### src/rtl/assert_macros.svh
// Assertion helpers used by the commutator top.
`ifndef ASSERT_MACROS_SVH
`define ASSERT_MACROS_SVH
`ifndef SYNTH
`define CHECK_SAME(lbl, ante, cons) \
  lbl: assert property (@(posedge clk) disable iff (rst) (ante) |-> (cons)) \
    else $error("check failed");
`define CHECK_NEXT(lbl, ante, cons) \
  lbl: assert property (@(posedge clk) disable iff (rst) (ante) |=> (cons)) \
    else $error("check failed");
`else
`define CHECK_SAME(lbl, ante, cons)
`define CHECK_NEXT(lbl, ante, cons)
`endif
`endif

### src/rtl/hssc_pkg.sv
package hssc_pkg;

  localparam logic [10:0] COMPARE_TOP = 11'd2000;
  localparam logic [9:0]  DUTY_MAX    = 10'd1000;
  localparam logic [15:0] COUNT_MAX   = 16'hFFFF;

  localparam logic [9:0]  DUTY_RESET     = 10'd100;
  localparam logic [15:0] STALL_RESET    = 16'd200;
  localparam logic [15:0] RECOVERY_RESET = 16'd1000;

  localparam logic [1:0] CFG_DUTY_LEVEL     = 2'd0;
  localparam logic [1:0] CFG_STALL_LIMIT    = 2'd1;
  localparam logic [1:0] CFG_RECOVERY_LIMIT = 2'd2;

  localparam logic KIND_COMMUTATE = 1'b0;
  localparam logic KIND_RECHARGE  = 1'b1;

  typedef struct packed {
    logic       kind;
    logic [2:0] hall;
  } req_t;

  typedef struct packed {
    logic [10:0] compare_a;
    logic [10:0] compare_b;
    logic [10:0] compare_c;
    logic        low_on_a;
    logic        low_on_b;
    logic        low_on_c;
    logic        locked;
  } res_t;

  typedef struct packed {
    logic [9:0]  duty_level;
    logic [15:0] stall_limit;
    logic [15:0] recovery_limit;
  } cfg_t;

  // Forward six-step table: HA LA HB LB HC LC.
  function automatic logic [5:0] fwd_pattern(input logic [2:0] hall);
    logic [5:0] pat;
    case (hall)
      3'd1:    pat = 6'b100100;
      3'd2:    pat = 6'b010010;
      3'd3:    pat = 6'b000110;
      3'd4:    pat = 6'b001001;
      3'd5:    pat = 6'b100001;
      3'd6:    pat = 6'b011000;
      default: pat = 6'b000000;
    endcase
    return pat;
  endfunction

endpackage

### src/rtl/hssc_regs.sv
module hssc_regs
  import hssc_pkg::*;
(
  input  logic        clk,
  input  logic        rst,
  input  logic        cfg_we,
  input  logic [1:0]  cfg_index,
  input  logic [15:0] cfg_data,
  output cfg_t        cfg
);

  always_ff @(posedge clk) begin
    if (rst) begin
      cfg.duty_level     <= DUTY_RESET;
      cfg.stall_limit    <= STALL_RESET;
      cfg.recovery_limit <= RECOVERY_RESET;
    end else if (cfg_we) begin
      unique case (cfg_index)
        CFG_DUTY_LEVEL:     cfg.duty_level     <= cfg_data[9:0];
        CFG_STALL_LIMIT:    cfg.stall_limit    <= cfg_data;
        CFG_RECOVERY_LIMIT: cfg.recovery_limit <= cfg_data;
        default: ;
      endcase
    end
  end

endmodule

### src/rtl/hssc_core.sv
module hssc_core
  import hssc_pkg::*;
(
  input  logic clk,
  input  logic rst,
  input  logic adv,
  input  req_t req,
  input  cfg_t cfg,
  output res_t res_next
);

  logic [5:0]  gate_pattern, gate_pattern_next;
  logic [5:0]  previous_pattern, previous_pattern_next;
  logic [15:0] stall_count, stall_count_next;
  logic [15:0] recovery_count, recovery_count_next;
  logic        locked_flag, locked_flag_next;
  logic [2:0]  low_on, low_on_next;
  logic [10:0] cmp [3];
  logic [10:0] cmp_next [3];

  logic [5:0]  pattern;
  logic [15:0] rc_inc;
  logic [9:0]  duty_sat;
  logic [10:0] active_cmp;

  always_comb begin
    gate_pattern_next     = gate_pattern;
    previous_pattern_next = previous_pattern;
    stall_count_next      = stall_count;
    recovery_count_next   = recovery_count;
    locked_flag_next      = locked_flag;
    low_on_next           = low_on;
    for (int p = 0; p < 3; p++) cmp_next[p] = cmp[p];

    duty_sat   = (cfg.duty_level > DUTY_MAX) ? DUTY_MAX : cfg.duty_level;
    active_cmp = COMPARE_TOP - {duty_sat, 1'b0};
    rc_inc     = (recovery_count != COUNT_MAX) ? recovery_count + 16'd1 : recovery_count;
    pattern    = fwd_pattern(req.hall);

    if (req.kind == KIND_RECHARGE) begin
      for (int p = 0; p < 3; p++) begin
        if (gate_pattern[5-2*p]) begin
          cmp_next[p]    = COMPARE_TOP;
          low_on_next[p] = 1'b1;
        end
      end
    end else if (locked_flag) begin
      if (rc_inc > cfg.recovery_limit) begin
        locked_flag_next    = 1'b0;
        stall_count_next    = '0;
        recovery_count_next = '0;
      end else begin
        recovery_count_next = rc_inc;
      end
    end else begin
      if (pattern == previous_pattern) begin
        stall_count_next = (stall_count != COUNT_MAX) ? stall_count + 16'd1 : stall_count;
      end else begin
        stall_count_next = '0;
      end
      previous_pattern_next = pattern;
      if (stall_count_next > cfg.stall_limit) begin
        locked_flag_next = 1'b1;
        pattern          = '0;
      end
      gate_pattern_next = pattern;
      for (int p = 0; p < 3; p++) begin
        if (pattern[4-2*p]) begin
          cmp_next[p]    = COMPARE_TOP;
          low_on_next[p] = 1'b1;
        end else if (pattern[5-2*p]) begin
          cmp_next[p]    = active_cmp;
          low_on_next[p] = 1'b0;
        end else begin
          cmp_next[p]    = COMPARE_TOP;
          low_on_next[p] = 1'b0;
        end
      end
    end

    res_next.compare_a = cmp_next[0];
    res_next.compare_b = cmp_next[1];
    res_next.compare_c = cmp_next[2];
    res_next.low_on_a  = low_on_next[0];
    res_next.low_on_b  = low_on_next[1];
    res_next.low_on_c  = low_on_next[2];
    res_next.locked    = locked_flag_next;
  end

  always_ff @(posedge clk) begin
    if (rst) begin
      gate_pattern     <= '0;
      previous_pattern <= '0;
      stall_count      <= '0;
      recovery_count   <= '0;
      locked_flag      <= 1'b0;
      low_on           <= '0;
      for (int p = 0; p < 3; p++) cmp[p] <= COMPARE_TOP;
    end else if (adv) begin
      gate_pattern     <= gate_pattern_next;
      previous_pattern <= previous_pattern_next;
      stall_count      <= stall_count_next;
      recovery_count   <= recovery_count_next;
      locked_flag      <= locked_flag_next;
      low_on           <= low_on_next;
      for (int p = 0; p < 3; p++) cmp[p] <= cmp_next[p];
    end
  end

endmodule

### src/rtl/hall_six_step_commutator_top.sv
// Six-step hall commutator. Each request is one timer tick: a commutation tick
// looks up the hall code and drives the phases, a period-end tick recharges the
// low side of every phase whose high switch is set. One request is taken per
// clock; it passes an input register, then the table lookup and counter update
// into a result register. The only thing that slows intake is a result left
// waiting at the output. Configuration writes take effect on the next cycle
// and are meant for idle.
`include "assert_macros.svh"

module hall_six_step_commutator_top
  import hssc_pkg::*;
(
  input  logic        clk,
  input  logic        rst,
  input  logic        cfg_we,
  input  logic [1:0]  cfg_index,
  input  logic [15:0] cfg_data,
  input  logic        req_valid,
  output logic        req_ready,
  input  req_t        req,
  output logic        res_valid,
  input  logic        res_ready,
  output res_t        res
);

  cfg_t cfg;
  logic s1_valid;
  req_t s1_req;
  logic adv;
  res_t res_next;

  assign adv       = s1_valid && (!res_valid || res_ready);
  assign req_ready = !s1_valid || adv;

  hssc_regs u_regs (
    .clk       (clk),
    .rst       (rst),
    .cfg_we    (cfg_we),
    .cfg_index (cfg_index),
    .cfg_data  (cfg_data),
    .cfg       (cfg)
  );

  hssc_core u_core (
    .clk      (clk),
    .rst      (rst),
    .adv      (adv),
    .req      (s1_req),
    .cfg      (cfg),
    .res_next (res_next)
  );

  always_ff @(posedge clk) begin
    if (rst) begin
      s1_valid  <= 1'b0;
      res_valid <= 1'b0;
    end else begin
      if (req_ready) s1_valid <= req_valid;
      if (adv) begin
        res_valid <= 1'b1;
      end else if (res_ready) begin
        res_valid <= 1'b0;
      end
    end
  end

  always_ff @(posedge clk) begin
    if (req_ready && req_valid) s1_req <= req;
    if (adv) res <= res_next;
  end

  `CHECK_SAME(a_locked_off, res_valid && res.locked,
    !res.low_on_a && !res.low_on_b && !res.low_on_c &&
    res.compare_a == COMPARE_TOP && res.compare_b == COMPARE_TOP &&
    res.compare_c == COMPARE_TOP)
  `CHECK_SAME(a_low_no_duty, res_valid,
    (!res.low_on_a || res.compare_a == COMPARE_TOP) &&
    (!res.low_on_b || res.compare_b == COMPARE_TOP) &&
    (!res.low_on_c || res.compare_c == COMPARE_TOP))
  `CHECK_NEXT(a_stage_hold, s1_valid && !req_ready, s1_valid && $stable(s1_req))

endmodule
### config.mk
export PLATFORM = sky130hd
export DESIGN_NAME = hall_six_step_commutator_top
export DESIGN_NICKNAME = d
export VERILOG_FILES = /design/src/rtl/hssc_pkg.sv /design/src/rtl/hssc_regs.sv /design/src/rtl/hssc_core.sv /design/src/rtl/hall_six_step_commutator_top.sv
export VERILOG_INCLUDE_DIRS = /design/src /design/src/rtl
export SDC_FILE = /design/constraint.sdc
export NUM_CORES = 1
export LEC_CHECK = 0
export BUFFER_PORTS_ARGS = -buffer_cell sky130_fd_sc_hd__buf_2
export CAP_MARGIN = 25
export CELL_PAD_IN_SITES_DETAIL_PLACEMENT = 0
export CELL_PAD_IN_SITES_GLOBAL_PLACEMENT = 1
export CORE_UTILIZATION = 45
export CTS_BUF_LIST = sky130_fd_sc_hd__clkbuf_16
export DETAILED_ROUTE_END_ITERATION = 8
export PLACE_DENSITY = 0.74
export SLEW_MARGIN = 20
export SYNTH_ARGS = -nofsm -noshare
export SYNTH_HDL_FRONTEND = slang
export SYNTH_HIERARCHICAL = 1
export SYNTH_SLANG_ARGS = --single-unit
### constraint.sdc
create_clock -name clk -period 4.4 [get_ports clk]
set_input_delay 0.22 -clock clk [delete_from_list [all_inputs] [get_ports clk]]
set_output_delay 0.22 -clock clk [all_outputs]
set_load 0.02 [all_outputs]
==> results.cfg <==
[place]
globalplace.congestion = 0.828
port_buffers = 65
post-dp-hpwl_um = 15400
placed_cells = 1244

[power_and_ir_drop]
p_total_uw = 3370
clkPwrFrac = 0.412
p_sw_uw = 857
power_frac_comb = 0.092
power_leakage_uw = 0.00372
p_per_area_mw_per_mm2 = 336
p_seq_frac = 0.496
peakVddDrop_v = 0.000289
p_sw_frac = 0.254
p_int_uw = 2520

[routing]
postRouteAntennaNets = 0
vias = 7189
wl_um = 21800
wl_per_cell_um = 17.1
drtIter0Drc = 523
route.detailed.drc = 0
vias_per_cell = 5.61
drtPass1Iterations = 5

[sta]
fin_crit_sh = 0.923
fmax_mhz = 246
maxSlewHeadroom = 0.395
tightest_slew_ps = 904
fin_crit_ps = 4060
setup_viol = 0
final-hold-violation-count = 0
rsz0062_at_grt = false
clock-skew-final_ps = 12.8
report.final.slew_viol_count = 0
setup_tns_ps = 0

[yosys]
synth_common_cells = nor2_1, dfxtp_1, edfxtp_1, nand2_1, nand2b_1
synth.avg_cell_area_um2 = 9.31
synth_adder_area_share = 0.0494
synth_fp_nets = 1014
yosys_warnings = 6
synth_top_family_by_area = simple AND/OR/NAND/NOR gates
ys_seq_area_frac = 0.452
synth-edff-count = 74
synth-compound-area-share = 0.164
ys_ff_latch = 163
synth_top_cell_area_share = 0.251
async_reset_ff_frac = 0
synth_area_mm2 = 0.00886
yosysMostFrequentCell = nor2_1
synth_xor_area_frac = 0.0178
synth_cells = 952
synth_cell_types = 78
synth-main-ff-cell = dfxtp_1
synth_top_area_cell = edfxtp_1
synth.mux.area_fraction = 0.0535
synth_simple_gate_area_frac = 0.218
synth_area_leaders = edfxtp_1, dfxtp_1, mux2i_1, ha_1, nand2b_1

[setup_path]
path_class = reg2reg
cp_max_fo = 25
cp_slowest_cell = or4b_1
path_cells = ha_1, nand3_1, nor2_1, a21boi_2, nand2_1, xnor2_1, ha_1, a21oi_1, nor2_1, or3_1, o31ai_4, buf_4, or4b_1, a31oi_1
timing.rr.start = u_core/recovery_count[0]$_SDFFE_PP0P_
critPathLaunchType = flip-flop
reg2reg_to = u_core/recovery_count[8]$_SDFFE_PP0P_
ff2ff_setup_slack_ps = 340
cp_slowest_stage_delay_ps = 470
end_kind = flip-flop
cp.arrival_ps = 4420
crit_required_ps = 4760
r2r_cells = 14

[cts]
cts_buffers = 17
cts_tree = done
clock_latency_ps = 430
cts_buffer_depth = 2
root_buffer = clkbuf_16
cts.sinks = 163
clk_pin_slew_worst_paths_ps = 70
cts_max_level = 4

[hold_path]
holdPathEnd = s1_valid$_SDFFE_PP0P_
hold_path_depth = 3
min-delay-start = req_valid
hp-class = in2reg

[layout]
layoutNonFillerInstCount = 1281
n_antenna_cell = 0
final_util = 0.528
drive_gt1_frac = 0.138
nets = 1070
syn_to_final_growth_pct = 13.4

[die]
die_w_um = 142
boundaryPins = 66
coreArea_mm2 = 0.0190
rows = 50
die-area_mm2 = 0.0203
dieHeight_um = 142
start_util = 0.466

[global_routing]
antenna_found_initial = 0
track_usage = 0.224
grt_pass1_wl_um = 35100
overflow = 0
grt_max_degree = 91
grt_pass1_vias = 6625

[job]
max_cap_violations = 0

[status]
outcome = complete, no violations
worst max-delay path: cells and delay by family, from the launching register on:
| family | cells | cell delay, ps |
|---|---|---|
| XOR/XNOR | 1 | 220 |
| flip-flops | 1 | 380 |
| AND/OR/NAND/NOR | 6 | 1390 |
| buffers and inverters | 1 | 350 |
| AO/OA/AOI/OAI | 4 | 1070 |
| adder cells (fa/ha/maj) | 2 | 570 |
stage by stage:
step / setup WS, ps / hold slack (ps) / instance area, um2
global route: 29.7 / 20.4 / 10100
finish: 338 / 29.7 / 10100
detailed placement: 128 / 402 / 9450
global placement: 283 / 399 / 9450
floorplan: 829 / 282 / 8860
CTS: 112 / 17.8 / 10000
per-layer routing:
metal,vias up,wire length [um],track usage
met5,-,0,0
met4,0,393,0.0758
met3,28,805,0.0394
met2,173,10300,0.360
met1,3394,10400,0.302
li1,3594,-,-
cell usage in the layout (no fill, tap or decap), types with 4 or more instances in the layout:
master	n
or4b_1	4
inv_6	4
buf_2	65
nand2b_1	59
or3_1	4
a22o_1	7
a31oi_1	55
o21a_1	5
and3_1	11
and2_1	5
nand2_1	74
a21oi_1	57
nor2b_1	7
a32o_1	14
dlygate4sd3_1	4
a21o_1	5
inv_1	47
dfxtp_1	89
nand3_1	46
buf_4	17
nand3b_1	4
nor2_1	94
nand4_1	10
nor4_1	6
nor3_1	28
clkbuf_16	17
ha_1	35
mux2i_1	44
edfxtp_1	74
xor2_1	6
xnor2_1	12
o21ai_0	25
o41ai_1	5
cell type report:
class / count / area (um2)
Tap cell: 260 / 325
Multi-Input combinational cell: 693 / 4490
Clock inverter: 15 / 119
Clock buffer: 17 / 425
Timing Repair Buffer: 88 / 518
Sequential cell: 163 / 4000
Fill cell: 1849 / 8970
Inverter: 45 / 169
registers in the layout, indices dropped and copies added (netlist names):
signal,count
u_core/recovery_count,16
u_core/cmp,33
res_valid,1
u_core/previous_pattern,6
u_core/stall_count,16
u_core/low_on,3
u_regs/cfg,42
res,37
s1_valid,1
u_core/locked_flag,1
u_core/gate_pattern,3
s1_req,4
worst max path at each step:
stage,start,endpoint,cells past startpoint
5_1_grt,u_core/recovery_count[0]$_SDFFE_PP0P_,u_core/recovery_count[8]$_SDFFE_PP0P_,14
2_1_floorplan,s1_req[0]$_DFFE_PP_,u_core/cmp[0][4]$_SDFFCE_PN1P_,16
3_3_place_gp,s1_req[0]$_DFFE_PP_,u_core/cmp[0][3]$_SDFFCE_PN0P_,12
4_1_cts,s1_req[2]$_DFFE_PP_,u_core/cmp[0][1]$_SDFFCE_PN0P_,12
3_5_place_dp,s1_req[2]$_DFFE_PP_,u_core/cmp[0][1]$_SDFFCE_PN0P_,12
6_report,u_core/recovery_count[0]$_SDFFE_PP0P_,u_core/recovery_count[8]$_SDFFE_PP0P_,14
repair_timing:
action | CTS | global route
gates resized for setup | 0 | 3
buffers inserted | 0 | 0
setup endpoints to repair | 0 | 32
hold buffers | 4 | 0
endpoints found under the hold margin | 4 | 0
kinds of logic (layout without fill, tap and decap cells):
family / Yosys count / in the layout
compound gates: 217 / 217
xor+xnor: 18 / 18
fa+ha+maj: 35 / 35
buf+inv: 96 / 165
flops: 163 / 163
mux: 47 / 47
simple gates: 376 / 376
power by group through the flow:
stage | sequential [uW] | combinational [uW] | clock [uW]
after floorplan | 1710 | 205 | 0
after global placement | 1700 | 307 | 0
after detailed placement | 1700 | 307 | 0
after CTS | 1670 | 311 | 1420
after global routing | 1680 | 340 | 1490
final | 1670 | 311 | 1390
Power figures use the tool's default switching activity.
